===== config.mk =====
export PLATFORM = sky130hd
export DESIGN_NAME = lnu_divu
export DESIGN_NICKNAME = d
export VERILOG_FILES = /design/src/hdl/lnu_divu.sv
export SDC_FILE = /design/constraint.sdc
export NUM_CORES = 1
export LEC_CHECK = 0
export BUFFER_PORTS_ARGS = -buffer_cell sky130_fd_sc_hd__buf_4
export CELL_PAD_IN_SITES_DETAIL_PLACEMENT = 0
export CELL_PAD_IN_SITES_GLOBAL_PLACEMENT = 1
export CORE_MARGIN = 8
export CORE_UTILIZATION = 40
export CTS_CLUSTER_DIAMETER = 100
export DETAILED_ROUTE_END_ITERATION = 8
export PLACE_DENSITY = 0.84
export SETUP_SLACK_MARGIN = 0.15
export SYNTH_ARGS = -nofsm -noshare
export SYNTH_HDL_FRONTEND = slang
export SYNTH_SLANG_ARGS = --single-unit

===== constraint.sdc =====
create_clock -name clk -period 2.35 [get_ports clk]
set_input_delay 0.705 -clock clk [delete_from_list [all_inputs] [get_ports clk]]
set_output_delay 0.705 -clock clk [all_outputs]
set_load 0.03 [all_outputs]

===== src/hdl/lnu_divu.sv =====
`default_nettype none
// Unsigned restoring divider, one quotient bit per cycle.
module lnu_divu #(
    parameter int NW = 40,
    parameter int DW = 8
) (
    input  wire           clk,
    input  wire           rst_n,
    input  wire           go,
    input  wire  [NW-1:0] num,
    input  wire  [DW-1:0] den,
    output logic          done,
    output logic [NW-1:0] quot,
    output logic [DW-1:0] rem
);
    localparam int CW = $clog2(NW + 1);

    logic [NW-1:0] quot_reg, quot_next;
    logic [DW:0]   rem_reg, rem_next;
    logic [DW-1:0] den_reg, den_next;
    logic [CW-1:0] cnt_reg, cnt_next;
    logic          busy_reg, busy_next;
    logic          done_reg, done_next;
    logic [DW:0]   trial;

    always_comb
    begin
        quot_next = quot_reg;
        rem_next  = rem_reg;
        den_next  = den_reg;
        cnt_next  = cnt_reg;
        busy_next = busy_reg;
        done_next = 1'b0;
        trial     = {rem_reg[DW-1:0], quot_reg[NW-1]};
        if (go)
        begin
            quot_next = num;
            rem_next  = '0;
            den_next  = den;
            cnt_next  = CW'(NW);
            busy_next = 1'b1;
        end
        else if (busy_reg)
        begin
            if (trial >= {1'b0, den_reg})
            begin
                rem_next  = trial - {1'b0, den_reg};
                quot_next = {quot_reg[NW-2:0], 1'b1};
            end
            else
            begin
                rem_next  = trial;
                quot_next = {quot_reg[NW-2:0], 1'b0};
            end
            cnt_next = cnt_reg - 1'b1;
            if (cnt_reg == CW'(1))
            begin
                busy_next = 1'b0;
                done_next = 1'b1;
            end
        end
    end

    always_ff @(posedge clk or negedge rst_n)
    begin
        if (!rst_n)
        begin
            busy_reg <= 1'b0;
            done_reg <= 1'b0;
            cnt_reg  <= '0;
        end
        else
        begin
            busy_reg <= busy_next;
            done_reg <= done_next;
            cnt_reg  <= cnt_next;
        end
    end

    always_ff @(posedge clk)
    begin
        quot_reg <= quot_next;
        rem_reg  <= rem_next;
        den_reg  <= den_next;
    end

    assign done = done_reg;
    assign quot = quot_reg;
    assign rem  = rem_reg[DW-1:0];
endmodule
`default_nettype wire


==> results of run 1 <==
-- routing by layer --
layer / up-vias / global-route usage / routed length, µm
li1: 1035 / - / -
met1: 1006 / 0.159 / 3160
met2: 79 / 0.199 / 3230
met3: 5 / 0.0781 / 834
met4: 0 / 0.0598 / 70
met5: - / 0 / 0
-- how the worst min path moves through the flow --
stage | startpoint | slack, ns | cells after the start | end
after global routing | rst_n | 0.15 | 1 | cnt_reg[4]$_DFFE_PN0P_
after detailed placement | rem_reg[1]$_SDFFE_PP0P_ | 0.49 | 2 | rem_reg[1]$_SDFFE_PP0P_
after floorplan | rst_n | 0.41 | 0 | busy_reg$_DFF_PN0_
after global placement | rem_reg[1]$_SDFFE_PP0P_ | 0.49 | 2 | rem_reg[1]$_SDFFE_PP0P_
final | rst_n | 0.17 | 1 | cnt_reg[4]$_DFFE_PN0P_
after CTS | rst_n | 0.15 | 1 | cnt_reg[2]$_DFFE_PN0P_
-- critical path, cell delays in order, from the launching register on --
cell and delay (ns):
edfxtp_1 0.35, inv_1 0.06, ha_1 0.22, fa_1 0.40, nand2b_1 0.18, a21oi_1 0.18
nand3_1 0.09, and4_1 0.20, o31ai_2 0.16
-- kinds of logic after synthesis --
group | Yosys count
flip-flops | 64
AO/OA/AOI/OAI | 25
AND/OR/NAND/NOR | 50
XOR/XNOR | 9
adder cells (fa/ha/maj) | 11
buffers and inverters | 22
multiplexers | 45
-- per-stage QoR --
step | util | cell area, µm² | hold WS, ns | cells | setup slack, ns
global placement | 0.527 | 3990 | 0.491 | 425 | 0.456
floorplan | - | 3070 | 0.409 | 226 | 0.206
global route | 0.559 | 4230 | 0.150 | 441 | 0.261
detailed placement | 0.527 | 3990 | 0.493 | 425 | 0.433
finish | 0.559 | 4230 | 0.174 | 441 | 0.423
CTS | 0.559 | 4230 | 0.149 | 441 | 0.415
-- cells in the final DEF (no fill, tap or decap), drive strengths merged, types with 2 or more instances in the layout --
cell / instances
mux2i: 3
mux2: 42
xor2: 3
clkinv: 2
inv: 14
buf: 105
dfxtp: 8
nand2b: 5
nor2: 19
xnor2: 6
nand2: 12
a21oi: 7
nand3: 2
ha: 10
clkbuf: 9
bufinv: 3
dfrtp: 8
clkinvlp: 2
nor3: 2
o21ai: 6
edfxtp: 48
a211oi: 4
-- final cells by class --
type                       instances  area, µm²
clock buffer                       9        124
tap                              102        128
sequential                        64       1800
fill                             643       3340
inverter                          14       56.3
timing repair buffer             105        826
multi-input combinational        140       1180
clock inverter                     7        119
-- where the power goes --
group | internal [mW] | total (mW) | switching (mW)
clock network | 0.707 | 1.15 | 0.448
registers | 1.41 | 1.53 | 0.129
logic | 0.622 | 1.39 | 0.770
==> metrics.csv, run 1 <==
metric;value;unit
Slew Viols, Final;0;
buffers added on ports;99;
first-pass GRT wire length;11700;µm
P&R area growth vs syn;37.9;%
Seq/Total Area, Yosys;0.588;
Peak Freq;0.519;GHz
vias in the first global route;2322;
WS Path Type;reg -> reg;
die span in y;104;µm
dpl hpwl;5470;µm
DR DRC count;0;
vias per inst;4.82;
worst-case reg-to-reg path depth;8;
reg-to-reg endpoint;rem_reg[6]$_SDFFE_PP0P_;
row cnt;32;
# setup viols final;0;
DRT iter0 DRCs;76;
Adder-Cell Fraction of Synth Area;0.0473;
mapped cell area;3070;µm²
Critical Path Source;quot[39]$_DFFE_PP_;
Critical path destination;rem_reg[6]$_SDFFE_PP0P_;
Largest register FFs;40;
Synth area leaders;edfxtp_1 (47%), mux2_2 (15%), dfrtp_1 (6.5%);
yosys synthesis warning count;0;
synthesized net count;288;
area leader, netlist;edfxtp_1;
crit path max fanout;3;
WL final;7300;µm
total CTS buffers;9;
Syn Area/Cell;13.6;µm²
H-Tree Depth;3;
CP Capture Type;register;
CTS tree;yes;
Mapped Cells;226;
CP arrival;2.17;ns
CP required;2.60;ns
largest net degree at the start of global routing;41;
final hold viol count;0;
post-synth top area share;0.470;
Die Width;104;µm
Nets;396;
main combinational cell family by area after synthesis;multiplexers;
internal reg-to-reg setup slack;0.42;ns
root buf cell;clkbuf_8;
Post-CTS Resized;0;
MaxCap Viol Count;0;
leak pwr;1.84;nW
Compound-Gate Fraction of Synth Area;0.0636;
reg2reg start;quot[39]$_DFFE_PP_;
Seq cells post-synth;64;
via count of the routed design;2125;
top-count cell post-synth;edfxtp_1;
total congestion overflow;0;
simple-gate share of the synthesized area;0.0808;
Clock Skews;0.00698;ns
Rel. slew slack;0.581;
full die area;10700;µm²
RSZ-0062 raised after global routing;false;
synth cell count leaders;edfxtp_1 (48), mux2_2 (41), nor2_1 (19);
CTS Sinks;64;
layout cells sized above 1;0.510;
initial antenna violation count;0;
Worst-path clk slew;0.08;ns
total power;4.08;mW
core area;7570;µm²
total I/O pin count;100;
number of hold buffers added after cts;0;
Post-synth EDFFs;48;
Tightest Pin Transition;0.620;ns
Power Density;965;nW/µm²
Max Buffers Root-to-Sink;2;
xor/xnor share of the synthesized area;0.0257;
commonest register cell after synthesis;edfxtp_1;
status;completed;
Initial Util;0.405;
setup TNS;0;ns
post-synth cell types;44;
Max IR drop VDD;414;µV
postcts setup bufs;0;
minimum clock period;1.93;ns
WL per Instance;16.6;µm
RePlAce Congestion;0.757;
GRT Total Usage;0.136;
antenna-violating nets left;0;
fraction of registers with async set/reset;0.125;
First-pass DRT Iterations;4;
crit start category;register;
crit share post-route;0.820;
mux cell area share after synthesis;0.165;
# diodes;0;
clk_lat worst skew;0.33;ns
Hold WC Path Type;in -> async;
Power figures use the tool's default switching activity.
==> inputs of run 2 (changes only) <==
Settings changed: CORE_UTILIZATION 40 to 36, PLACE_DENSITY 0.84 to 0.8.
Clock period 2.35 ns to 1.65 ns, I/O delays scaled along.
==> run 2 against run 1 <==
  * Cell area grew 10%
  * Die area grew 9.4%
  * The flow now finishes with violations (setup timing)
  * Combinational power grew 99%
  * Critical path depth is the same
  * Register-to-register slack lost 0.62 ns
  * Maximum frequency grew 4.2%
  * Hold slack gained 0.16 ns
==> metrics.csv, run 2 (synthesized netlist as in run 1, its figures left out) <==
metric;value;unit
worst-case reg-to-reg path depth;8;
via count of the routed design;2322;
power share of the clock group;0.204;
clk_lat worst skew;0.34;ns
layout cells sized above 1;0.621;
sequential share of power;0.353;
RSZ-0062 raised after global routing;true;
Fin Hold WS;0.330;ns
antenna-violating nets left;0;
Worst-path clk slew;0.08;ns
Final Instance Area;4670;µm²
internal reg-to-reg setup slack;-0.20;ns
Initial Util;0.371;
placed insts;457;
vias per inst;4.79;
Final Instance Count excl. Fillers;485;
status;finished with violations;
largest net degree at the start of global routing;41;
CP required;1.90;ns
CP Capture Type;register;
reg-to-reg endpoint;rem_reg[6]$_SDFFE_PP0P_;
buffers added on ports;99;
DR DRC count;0;
MaxCap Viol Count;0;
Tightest Pin Transition;0.283;ns
hold endpoint;den_reg[5]$_DFFE_PP_;
minimum clock period;1.85;ns
worst hold path depth;1;
combinational share of power;0.444;
total congestion overflow;0;
# diodes;0;
DRT iter0 DRCs;49;
H-Tree Depth;3;
row cnt;33;
CTS Sinks;64;
die span in y;108;µm
vias in the first global route;2565;
reg2reg start;quot[39]$_DFFE_PP_;
Peak Freq;0.541;GHz
crit start category;register;
crit share post-route;1.12;
Slew Viols, Final;0;
fin worst setup slack;-0.200;ns
commonest non-fill, non-tap cell in the layout;buf_4;
Cell Int Power;4.11;mW
initial antenna violation count;0;
# setup viols final;10;
final hold viol count;0;
Max IR drop VDD;517;µV
GRT Total Usage;0.139;
Net Sw Frac;0.340;
crit path max fanout;2;
switching pwr;2.12;mW
most frequent cells in the layout;buf_4 (134), edfxtp_1 (48), mux2_2 (40);
setup TNS;-0.678;ns
Critical Path Source;quot[39]$_DFFE_PP_;
Largest register FFs;40;
First-pass DRT Iterations;4;
WL final;8000;µm
full die area;11700;µm²
failing checks;setup timing;
P&R area growth vs syn;52.2;%
leak pwr;2.04;nW
total I/O pin count;100;
dpl hpwl;6010;µm
total CTS buffers;9;
CTS tree;yes;
Max Buffers Root-to-Sink;2;
CP arrival;2.10;ns
Hold WC Path Type;in -> reg;
core area;8260;µm²
RePlAce Congestion;0.815;
Fillers;723;
Nets;437;
Final Util;0.565;
root buf cell;clkbuf_8;
placed cell areas;4250;µm²
Clock Skews;0.0108;ns
Power Density;1330;nW/µm²
Rel. slew slack;0.810;
WS Path Type;reg -> reg;
first-pass GRT wire length;12700;µm
Die Width;108;µm
WL per Instance;16.5;µm
HP Start;den[5];
==> run 2: worst max path at each step <==
stage          cells past startpoint                       to  slack [ns]
2_1_floorplan                      8  rem_reg[6]$_SDFFE_PP0P_       -0.28
3_3_place_gp                       7  rem_reg[0]$_SDFFE_PP0P_       -0.19
3_5_place_dp                       8  rem_reg[6]$_SDFFE_PP0P_       -0.22
4_1_cts                            8  rem_reg[6]$_SDFFE_PP0P_       -0.23
5_1_grt                            8  rem_reg[6]$_SDFFE_PP0P_       -0.28
6_report                           8  rem_reg[6]$_SDFFE_PP0P_       -0.20
==> run 2: cell type report <==
cell class                 instances  area (µm²)  area share
sequential                        64        1810       0.389
multi-input combinational        140        1320       0.283
timing repair buffer             146        1170       0.250
tap                              105         131      0.0282
clock buffer                      10         128      0.0273
inverter                          14        56.3      0.0121
clock inverter                     6        50.0      0.0107
==> run 2: layer usage <==
layer,up-vias,track usage,routed length [µm]
li1,1117,-,-
met1,1116,0.156,3350
met2,78,0.225,3740
met3,11,0.0678,813
met4,0,0.0499,97
met5,-,0,0
==> run 2: what timing repair did <==
item | in CTS | in global routing
resized for setup | 17 | 13
hold endpoints to repair | 8 | 0
buffers inserted | 6 | 5
hold buffers | 1 | 0
setup endpoints to repair | 11 | 14
pin swaps | 4 | 4
==> run 2: critical path, cell delays in order, from the launching register on <==
cell and delay (ns):
edfxtp_1 0.41, inv_2 0.10, ha_4 0.14, fa_2 0.19, nand2b_4 0.13, a21oi_2 0.06, or4_1 0.41, and4_1 0.18
o31ai_2 0.16
==> run 2: power by group through the flow <==
stage	sequential (mW)	combinational [mW]	clock [mW]
CTS	2.19	2.61	1.30
global route	2.23	2.95	1.37
global placement	2.19	2.37	0
detailed placement	2.20	2.40	0
finish	2.19	2.76	1.27
floorplan	2.59	1.05	0
==> run 2: per-stage QoR <==
step | total power [mW] | worst slack, ns
2_1_floorplan | 3.64 | -0.282
3_3_place_gp | 4.56 | -0.188
3_5_place_dp | 4.60 | -0.222
4_1_cts | 6.10 | -0.226
5_1_grt | 6.55 | -0.277
6_report | 6.22 | -0.200
