===== config.mk =====
export PLATFORM = sky130hd
export DESIGN_NAME = lnu_ram
export DESIGN_NICKNAME = d
export VERILOG_FILES = /design/src/hdl/lnu_ram.sv
export SDC_FILE = /design/constraint.sdc
export NUM_CORES = 1
export LEC_CHECK = 0
export BUFFER_PORTS_ARGS = -buffer_cell sky130_fd_sc_hd__buf_2
export CELL_PAD_IN_SITES_DETAIL_PLACEMENT = 1
export CELL_PAD_IN_SITES_GLOBAL_PLACEMENT = 2
export CORE_ASPECT_RATIO = 1.1
export CORE_MARGIN = 10
export CORE_UTILIZATION = 45
export CTS_BUF_LIST = sky130_fd_sc_hd__clkbuf_8
export CTS_CLUSTER_SIZE = 25
export DETAILED_ROUTE_END_ITERATION = 10
export PLACE_DENSITY = 0.71
export SETUP_SLACK_MARGIN = 0.15
export SYNTH_ARGS = -nofsm -noshare
export SYNTH_HDL_FRONTEND = slang
export SYNTH_SLANG_ARGS = --single-unit

===== constraint.sdc =====
create_clock -name clk -period 3.3 [get_ports clk]
set_input_delay 0.495 -clock clk [delete_from_list [all_inputs] [get_ports clk]]
set_output_delay 0.495 -clock clk [all_outputs]
set_load 0.01 [all_outputs]

===== src/hdl/lnu_ram.sv =====
`default_nettype none
module lnu_ram #(
    parameter int WIDTH = 16,
    parameter int DEPTH = 64
) (
    input  wire                      clk,
    input  wire                      we,
    input  wire  [$clog2(DEPTH)-1:0] waddr,
    input  wire  [WIDTH-1:0]         wdata,
    input  wire  [$clog2(DEPTH)-1:0] raddr,
    output logic [WIDTH-1:0]         rdata
);
    logic [WIDTH-1:0] mem [DEPTH];

    // one write port, registered read port
    always_ff @(posedge clk)
    begin
        if (we)
        begin
            mem[waddr] <= wdata;
        end
        rdata <= mem[raddr];
    end
endmodule
`default_nettype wire


==> qor.csv, run 1 <==
stage,metric,value,unit
power_and_ir_drop,Max rail drop VDD,331,uV
floorplanning,core box area,88100,sq um
clock_network,hold_buf cts,0,
grt,total grt overflow,0,
worst_setup_path,crit-path leading delay family,buffers and inverters,
worst_hold_path,hold depth,1,
worst_setup_path,Critical Path RT,4.01,ns
worst_setup_path,largest stage delay on the critical path,0.45,ns
detailed_routing,Vias,20079,
sta,slew margin rel.,0.0697,
floorplanning,Rows,114,
worst_setup_path,R2R Path Start,mem[23][9],
floorplanning,die span in y,333,microns
power_and_ir_drop,Pwr per Cell Area,572,nW/um^2
floorplanning,Starting Density,0.454,
sta,skew final,0.0347,ns
grt,initial antenna violation count,9,
worst_setup_path,crit-path max FO,40,
sta,"Slew Viols, Final",0,
floorplanning,Die Span X,304,microns
grt,met3 Resource Use GR,0.0394,
logic_synthesis,top-count cell post-synth,edfxtp_1,
logic_synthesis,ys flop type,edfxtp_1,
sta,final hold slack,0.182,ns
worst_setup_path,Worst Setup SP,raddr[1],
sta,max frequency,455,MHz
sta,setup TNS,0,ns
clock_network,"Reg clk slew, reported paths",0.06,ns
worst_setup_path,Crit. path cell count,8,
grt,GR met2 Demand/Resource,0.339,
clock_network,CTS Buf Count,160,
logic_synthesis,Post-Syn Nets,1859,
detailed_routing,Antenna Nets Post-Route,0,
sta,fin crit share,0.666,
logic_synthesis,Cell variety after synth,43,
clock_network,"Setup Fix Bufs, Post-CTS",0,
worst_setup_path,R2R Setup Slk,1.22,ns
grt,first-pass GRT wire length,153000,microns
worst_setup_path,crit-path cells,buf_6 > buf_12 > buf_4 > buf_4 > mux4_2 > nand2_1 > nand4_1 > and4_1,
detailed_routing,wire length per cell,31.1,microns
logic_synthesis,share of flip-flops with an asynchronous set or reset,0,
place,port bufs,45,
floorplanning,total die area,101000,sq um
clock_network,clock sink count,1040,
logic_synthesis,Ys Warns,0,
logic_synthesis,average cell area after synthesis,21.9,sq um
outcome,status,"complete, no violations",
worst_setup_path,CP arrival,2.91,ns
sta,Fin. Hold Viols,0,
logic_synthesis,synthesized cell area,40000,sq um
grt,pin count of the biggest net entering global routing,65,
clock_network,post-CTS sizing,0,
clock_network,clk buf depth,3,
clock_network,H-tree depth,4,
worst_hold_path,HP Class,primary input to flop,
worst_setup_path,FF-to-FF path depth,6,
grt,vias in the first global route,21318,
clock_network,clk root buf,clkbuf_8,
detailed_routing,vias per cell,5.90,
sta,min Tclk post-route,2.20,ns
sta,unrepaired setup endpoints after global routing,false,
logic_synthesis,cell count after synthesis,1829,
worst_setup_path,Critical Path Source Type,primary input,
detailed_routing,drt first pass iters,5,
sta,Final setup viols,0,
place,GPL Wtd Cong,0.820,
finish,Syn-to-layout area delta,13.4,%
worst_setup_path,CP most frequent cell,buf_4,
worst_setup_path,slowest CP cell,buf_6,
logic_synthesis,Synth area leaders,"edfxtp_1 77%, mux4_2 12%, mux2i_1 2.1%",
grt,M1 GR Usage,0.279,
worst_setup_path,Reg-to-Reg End,rdata[9],
power_and_ir_drop,P_leak,14.8,nW
logic_synthesis,Synth top area share,0.768,
job,maxcap violations,0,
worst_hold_path,hold path startpoint,wdata[7],
logic_synthesis,Post-synth EDFFs,1024,
worst_hold_path,Hold EP,mem[63][7],
detailed_routing,post-route DRC violation count,0,
logic_synthesis,register area share after synthesis,0.776,
logic_synthesis,post-synth top area cell,edfxtp_1,
worst_setup_path,CP endpoint kind,flop,
worst_setup_path,Bufs and invs on worst path,4,
logic_synthesis,count of state elements after synthesis,1040,
detailed_routing,Routed WL,106000,microns
grt,GRT Total Usage,0.208,
clock_network,CTS tree,yes,
finish,# nets final,2143,
detailed_routing,DRT iter0 DRCs,1971,
clock_network,worst skew pair latency,0.83,ns
place,Final HPWL DP,66600,microns
logic_synthesis,"top cells by count, synth","1024 x edfxtp_1, 220 x mux4_2, 85 x mux2i_1",
grt,GRT busiest layer,met2,
worst_setup_path,WS Path Type,primary input to flop,
floorplanning,IO Pins,46,
sta,Worst-Margin Slew,1.40,ns
finish,layout cells sized above 1,0.304,
worst max path at each step:
stage and to:
5_1_grt rdata[12], 3_5_place_dp rdata[14], 2_1_floorplan mem[48][0], 6_report rdata[12]
4_1_cts rdata[9], 3_3_place_gp rdata[12]
worst register-to-register path, cell delays in order (launching register included):
cell and delay, ns:
edfxtp_1 0.35, mux4_2 0.50, mux2i_1 0.38, buf_4 0.19, a22oi_1 0.09, a31oi_1 0.35, a311oi_1 0.09
where the power goes:
part / total (W) / leakage, nW / internal (W) / switching (W)
clock: 0.00982 / 1.67 / 0.00480 / 0.00502
combinational: 0.00148 / 3.74 / 0.000544 / 0.000933
sequential: 0.0147 / 9.35 / 0.0146 / 0.0000588
layout by cell type (no fill, tap or decap), drive strengths merged, types with 12 or more instances in the layout:
master,n
inv,63
buf,226
nor2,74
a22oi,39
dfxtp,16
nand2,60
mux2,27
nor2b,30
mux4,224
clkinv,55
mux2i,85
nand4,12
nand3,24
a21oi,17
clkbuf,163
edfxtp,1024
a221oi,16
final cells by class:
cell class	instances	area, sq um
Antenna cell	2	5.00
Clock buffer	163	2240
Clock inverter	126	647
Fill cell	7880	42700
Multi-Input combinational cell	685	8250
Sequential cell	1040	31100
Tap cell	1160	1450
Timing Repair Buffer	226	1750
routing by layer:
metal / share of wire / routed length (microns)
met1: 0.42 / 44000
met2: 0.49 / 52200
met3: 0.062 / 6570
met4: 0.028 / 2910
met5: 0.00079 / 84
flip-flops by register name (all words and copies together) (netlist names):
signal,count
mem,1024
rdata,16
stage by stage:
step	setup slack, ns	instances	area, sq um	utilization	power [W]
CTS	1.14	3400	45400	0.515	0.0262
global placement	0.270	3111	42500	0.482	0.0164
finish	1.10	3402	45400	0.515	0.0260
global route	1.10	3401	45400	0.515	0.0269
floorplan	0.770	1829	40000	-	0.0157
detailed placement	0.296	3111	42500	0.482	0.0165
cell families after synthesis:
group | share of synthesized area
mux | 0.155
simple gates | 0.0265
compound gates | 0.0241
flops | 0.776
buf+inv | 0.0183
(Power assumes the default switching activity.)
==> run 2: changes to the inputs <==
Settings changed: ABC_AREA set to 1, PLACE_DENSITY 0.71 to 0.81.
Clock period 3.3 ns to 2.1 ns, I/O delays scaled along.
==> run 2 against run 1 <==
  * Combinational power rose by 120%
  * Clock power grew 63%
  * Core utilization up 1.4 points
  * Clock skew decreased by 0.0012 ns
  * Area after synthesis increased by 5.1%
  * Register-to-register slack lost 0.75 ns
  * Non-clock buffer count increased by 91
  * Setup slack worse by 0.86 ns
  * Sequential share of layout area decreased by 5.1 points
  * Global-route usage is 3.9 points higher
  * Clock-buffer cell count increased by 14
  * Critical path type is now flop to output pin
  * Critical endpoint is now rdata[4]
  * Highest routed layer unchanged
==> qor.csv, run 2 <==
stage,metric,value,unit
worst_setup_path,CP endpoint kind,output pin,
worst_setup_path,FF-to-FF path depth,8,
worst_setup_path,CP arrival,1.54,ns
grt,GRT Total Usage,0.247,
finish,"Core Util, Final",0.529,
worst_hold_path,hold depth,4,
sta,setup ws final,0.244,ns
place,# placed instances,4842,
worst_setup_path,Bufs and invs on worst path,1,
clock_network,CTS Buf Count,168,
place,DP Worst Slack,-0.241,ns
logic_synthesis,Synth top area share,0.730,
sta,Final setup viols,0,
logic_synthesis,Post-Syn Nets,3547,
sta,Worst-Margin Slew,0.894,ns
worst_setup_path,WS Path Type,flop to output pin,
logic_synthesis,Post-synth EDFFs,1024,
worst_setup_path,crit-path max FO,1,
worst_hold_path,Hold EP,rdata[0],
clock_network,"Setup Fix Bufs, Post-CTS",0,
finish,FILL cells,9593,
logic_synthesis,count of state elements after synthesis,1040,
detailed_routing,wire length per cell,25.7,microns
worst_setup_path,R2R Setup Slk,0.47,ns
grt,initial antenna violation count,9,
power_and_ir_drop,Max rail drop VDD,534,uV
sta,unrepaired setup endpoints after global routing,false,
worst_setup_path,largest stage delay on the critical path,0.50,ns
worst_setup_path,Crit. path cell count,1,
worst_hold_path,hold path startpoint,raddr[4],
logic_synthesis,Cell variety after synth,16,
floorplanning,Rows,117,
sta,setup TNS,0,ns
detailed_routing,Routed WL,132000,microns
sta,slew margin rel.,0.404,
worst_setup_path,Critical Path Source Type,flop,
sta,skew final,0.0335,ns
finish,layout cells sized above 1,0.136,
worst_setup_path,crit-path cells,buf_2,
job,maxcap violations,0,
logic_synthesis,Synth area leaders,"edfxtp_1 73%, nand2_1 12%, nand3_1 10%",
sta,"Slew Viols, Final",0,
clock_network,CTS tree,yes,
clock_network,worst skew pair latency,0.84,ns
clock_network,clock sink count,1040,
place,GPL Wtd Cong,0.858,
finish,max reg flops,1024,
clock_network,"Reg clk slew, reported paths",0.06,ns
logic_synthesis,cell count after synthesis,3517,
logic_synthesis,Ys Warns,0,
power_and_ir_drop,Pwr per Cell Area,862,nW/um^2
logic_synthesis,register area share after synthesis,0.738,
worst_setup_path,R2R Path Start,mem[30][2],
logic_synthesis,ys flop type,edfxtp_1,
finish,Largest Register,mem,
sta,Fin. Hold Viols,0,
logic_synthesis,average cell area after synthesis,12.0,sq um
place,Final HPWL DP,80300,microns
grt,vias in the first global route,31103,
sta,min Tclk post-route,1.86,ns
worst_setup_path,crit-path leading delay family,flip-flops,
grt,first-pass GRT wire length,198000,microns
worst_setup_path,Reg-to-Reg End,rdata[2],
finish,"most common cell after layout, fill and taps aside",nand2_1,
detailed_routing,drt first pass iters,5,
finish,# nets final,3809,
sta,fin crit share,0.884,
clock_network,H-tree depth,4,
grt,total grt overflow,0,
detailed_routing,Vias,29185,
finish,"commonest non-fill, non-tap cells in the layout","1296 x nand2_1, 1024 x edfxtp_1, 871 x nand3_1",
logic_synthesis,post-synth top area cell,edfxtp_1,
worst_setup_path,slowest CP cell,dfxtp_1,
finish,largest registers,"mem (1024), rdata (16)",
worst_setup_path,Critical Path RT,1.78,ns
worst_hold_path,HP Class,primary input to flop,
floorplanning,die span in y,341,microns
clock_network,clk buf depth,3,
logic_synthesis,"top cells by count, synth","1296 x nand2_1, 1024 x edfxtp_1, 871 x nand3_1",
clock_network,clk root buf,clkbuf_8,
detailed_routing,post-route DRC violation count,0,
detailed_routing,Antenna Nets Post-Route,0,
power_and_ir_drop,P_leak,18.0,nW
finish,Syn-to-layout area delta,16.5,%
floorplanning,IO Pins,46,
floorplanning,core box area,92700,sq um
floorplanning,total die area,106000,sq um
outcome,status,"complete, no violations",
logic_synthesis,synthesized cell area,42100,sq um
logic_synthesis,share of flip-flops with an asynchronous set or reset,0,
place,port bufs,45,
floorplanning,Starting Density,0.454,
detailed_routing,DRT iter0 DRCs,2490,
detailed_routing,vias per cell,5.66,
floorplanning,Die Span X,312,microns
grt,pin count of the biggest net entering global routing,65,
finish,Final Instance Count excl. Fillers,5159,
sta,max frequency,539,MHz
logic_synthesis,top-count cell post-synth,nand2_1,
[run 2: cell count changes after synthesis, moves of 32 or more]
cell	previous run	this run
nand2_1	59	1296
nand3_1	24	871
mux4_2	220	0
mux2i_1	85	0
buf_2	36	113
a22oi_1	39	0
buf_6	17	49
[run 2: layout make-up]
| type | count | area, sq um | share of cell area |
|---|---|---|---|
| Clock buffer | 177 | 2440 | 0.0497 |
| Sequential cell | 1040 | 31100 | 0.633 |
| Timing Repair Buffer | 317 | 3610 | 0.0735 |
| Inverter | 12 | 71.3 | 0.00145 |
| Multi-Input combinational cell | 2240 | 9740 | 0.198 |
| Antenna cell | 5 | 12.5 | 0.000255 |
| Clock inverter | 119 | 556 | 0.0113 |
| Tap cell | 1249 | 1560 | 0.0319 |
[run 2: how the worst max path moves through the flow]
stage                 end  slack (ns)  startpoint
5_1_grt          rdata[4]        0.20    rdata[4]
3_5_place_dp     rdata[2]       -0.24    raddr[1]
6_report         rdata[4]        0.24    rdata[4]
2_1_floorplan  mem[48][0]       -0.22          we
4_1_cts          rdata[4]        0.18    rdata[4]
3_3_place_gp     rdata[2]       -0.23    raddr[1]
[run 2: logic make-up (layout without fill, tap and decap cells)]
logic type	count (synthesis)	after routing	synth area share
buf+inv	237	625	0.0354
simple gates	2240	2240	0.227
other cells	0	5	0
flops	1040	1040	0.738
[run 2: per-stage QoR]
step | total power, W | instance area (sq um) | hold WS (ns)
global route | 0.0437 | 49000 | 0.0658
finish | 0.0423 | 49100 | 0.0787
CTS | 0.0426 | 49000 | 0.00152
global placement | 0.0266 | 45900 | 0.723
detailed placement | 0.0267 | 45900 | 0.718
floorplan | 0.0250 | 42300 | 0.414
[run 2: power by group]
group          switching (W)  internal [W]  leakage, nW
registers          0.0000736        0.0230         9.35
logic                0.00229      0.000930         6.95
clock network        0.00809       0.00791         1.75
total                 0.0105        0.0318         18.0
[run 2: worst reg2reg max path: cells and delay by family (launching register included)]
family           cells  cell delay [ns]
flip-flops           1             0.36
AND/OR/NAND/NOR      8             1.16
[run 2: repair_timing]
item	4_1_cts	5_1_grt
hold buffers	16	0
gates resized for setup	1	0
endpoints found under the setup margin	1	0
hold endpoints to repair	441	0
[run 2: metal layers]
layer,routed length [microns],global-route usage,part of all wire
met5,14,0,0.00011
met3,8010,0.0384,0.060
met1,53800,0.313,0.41
met4,4630,0.0952,0.035
met2,65900,0.423,0.50
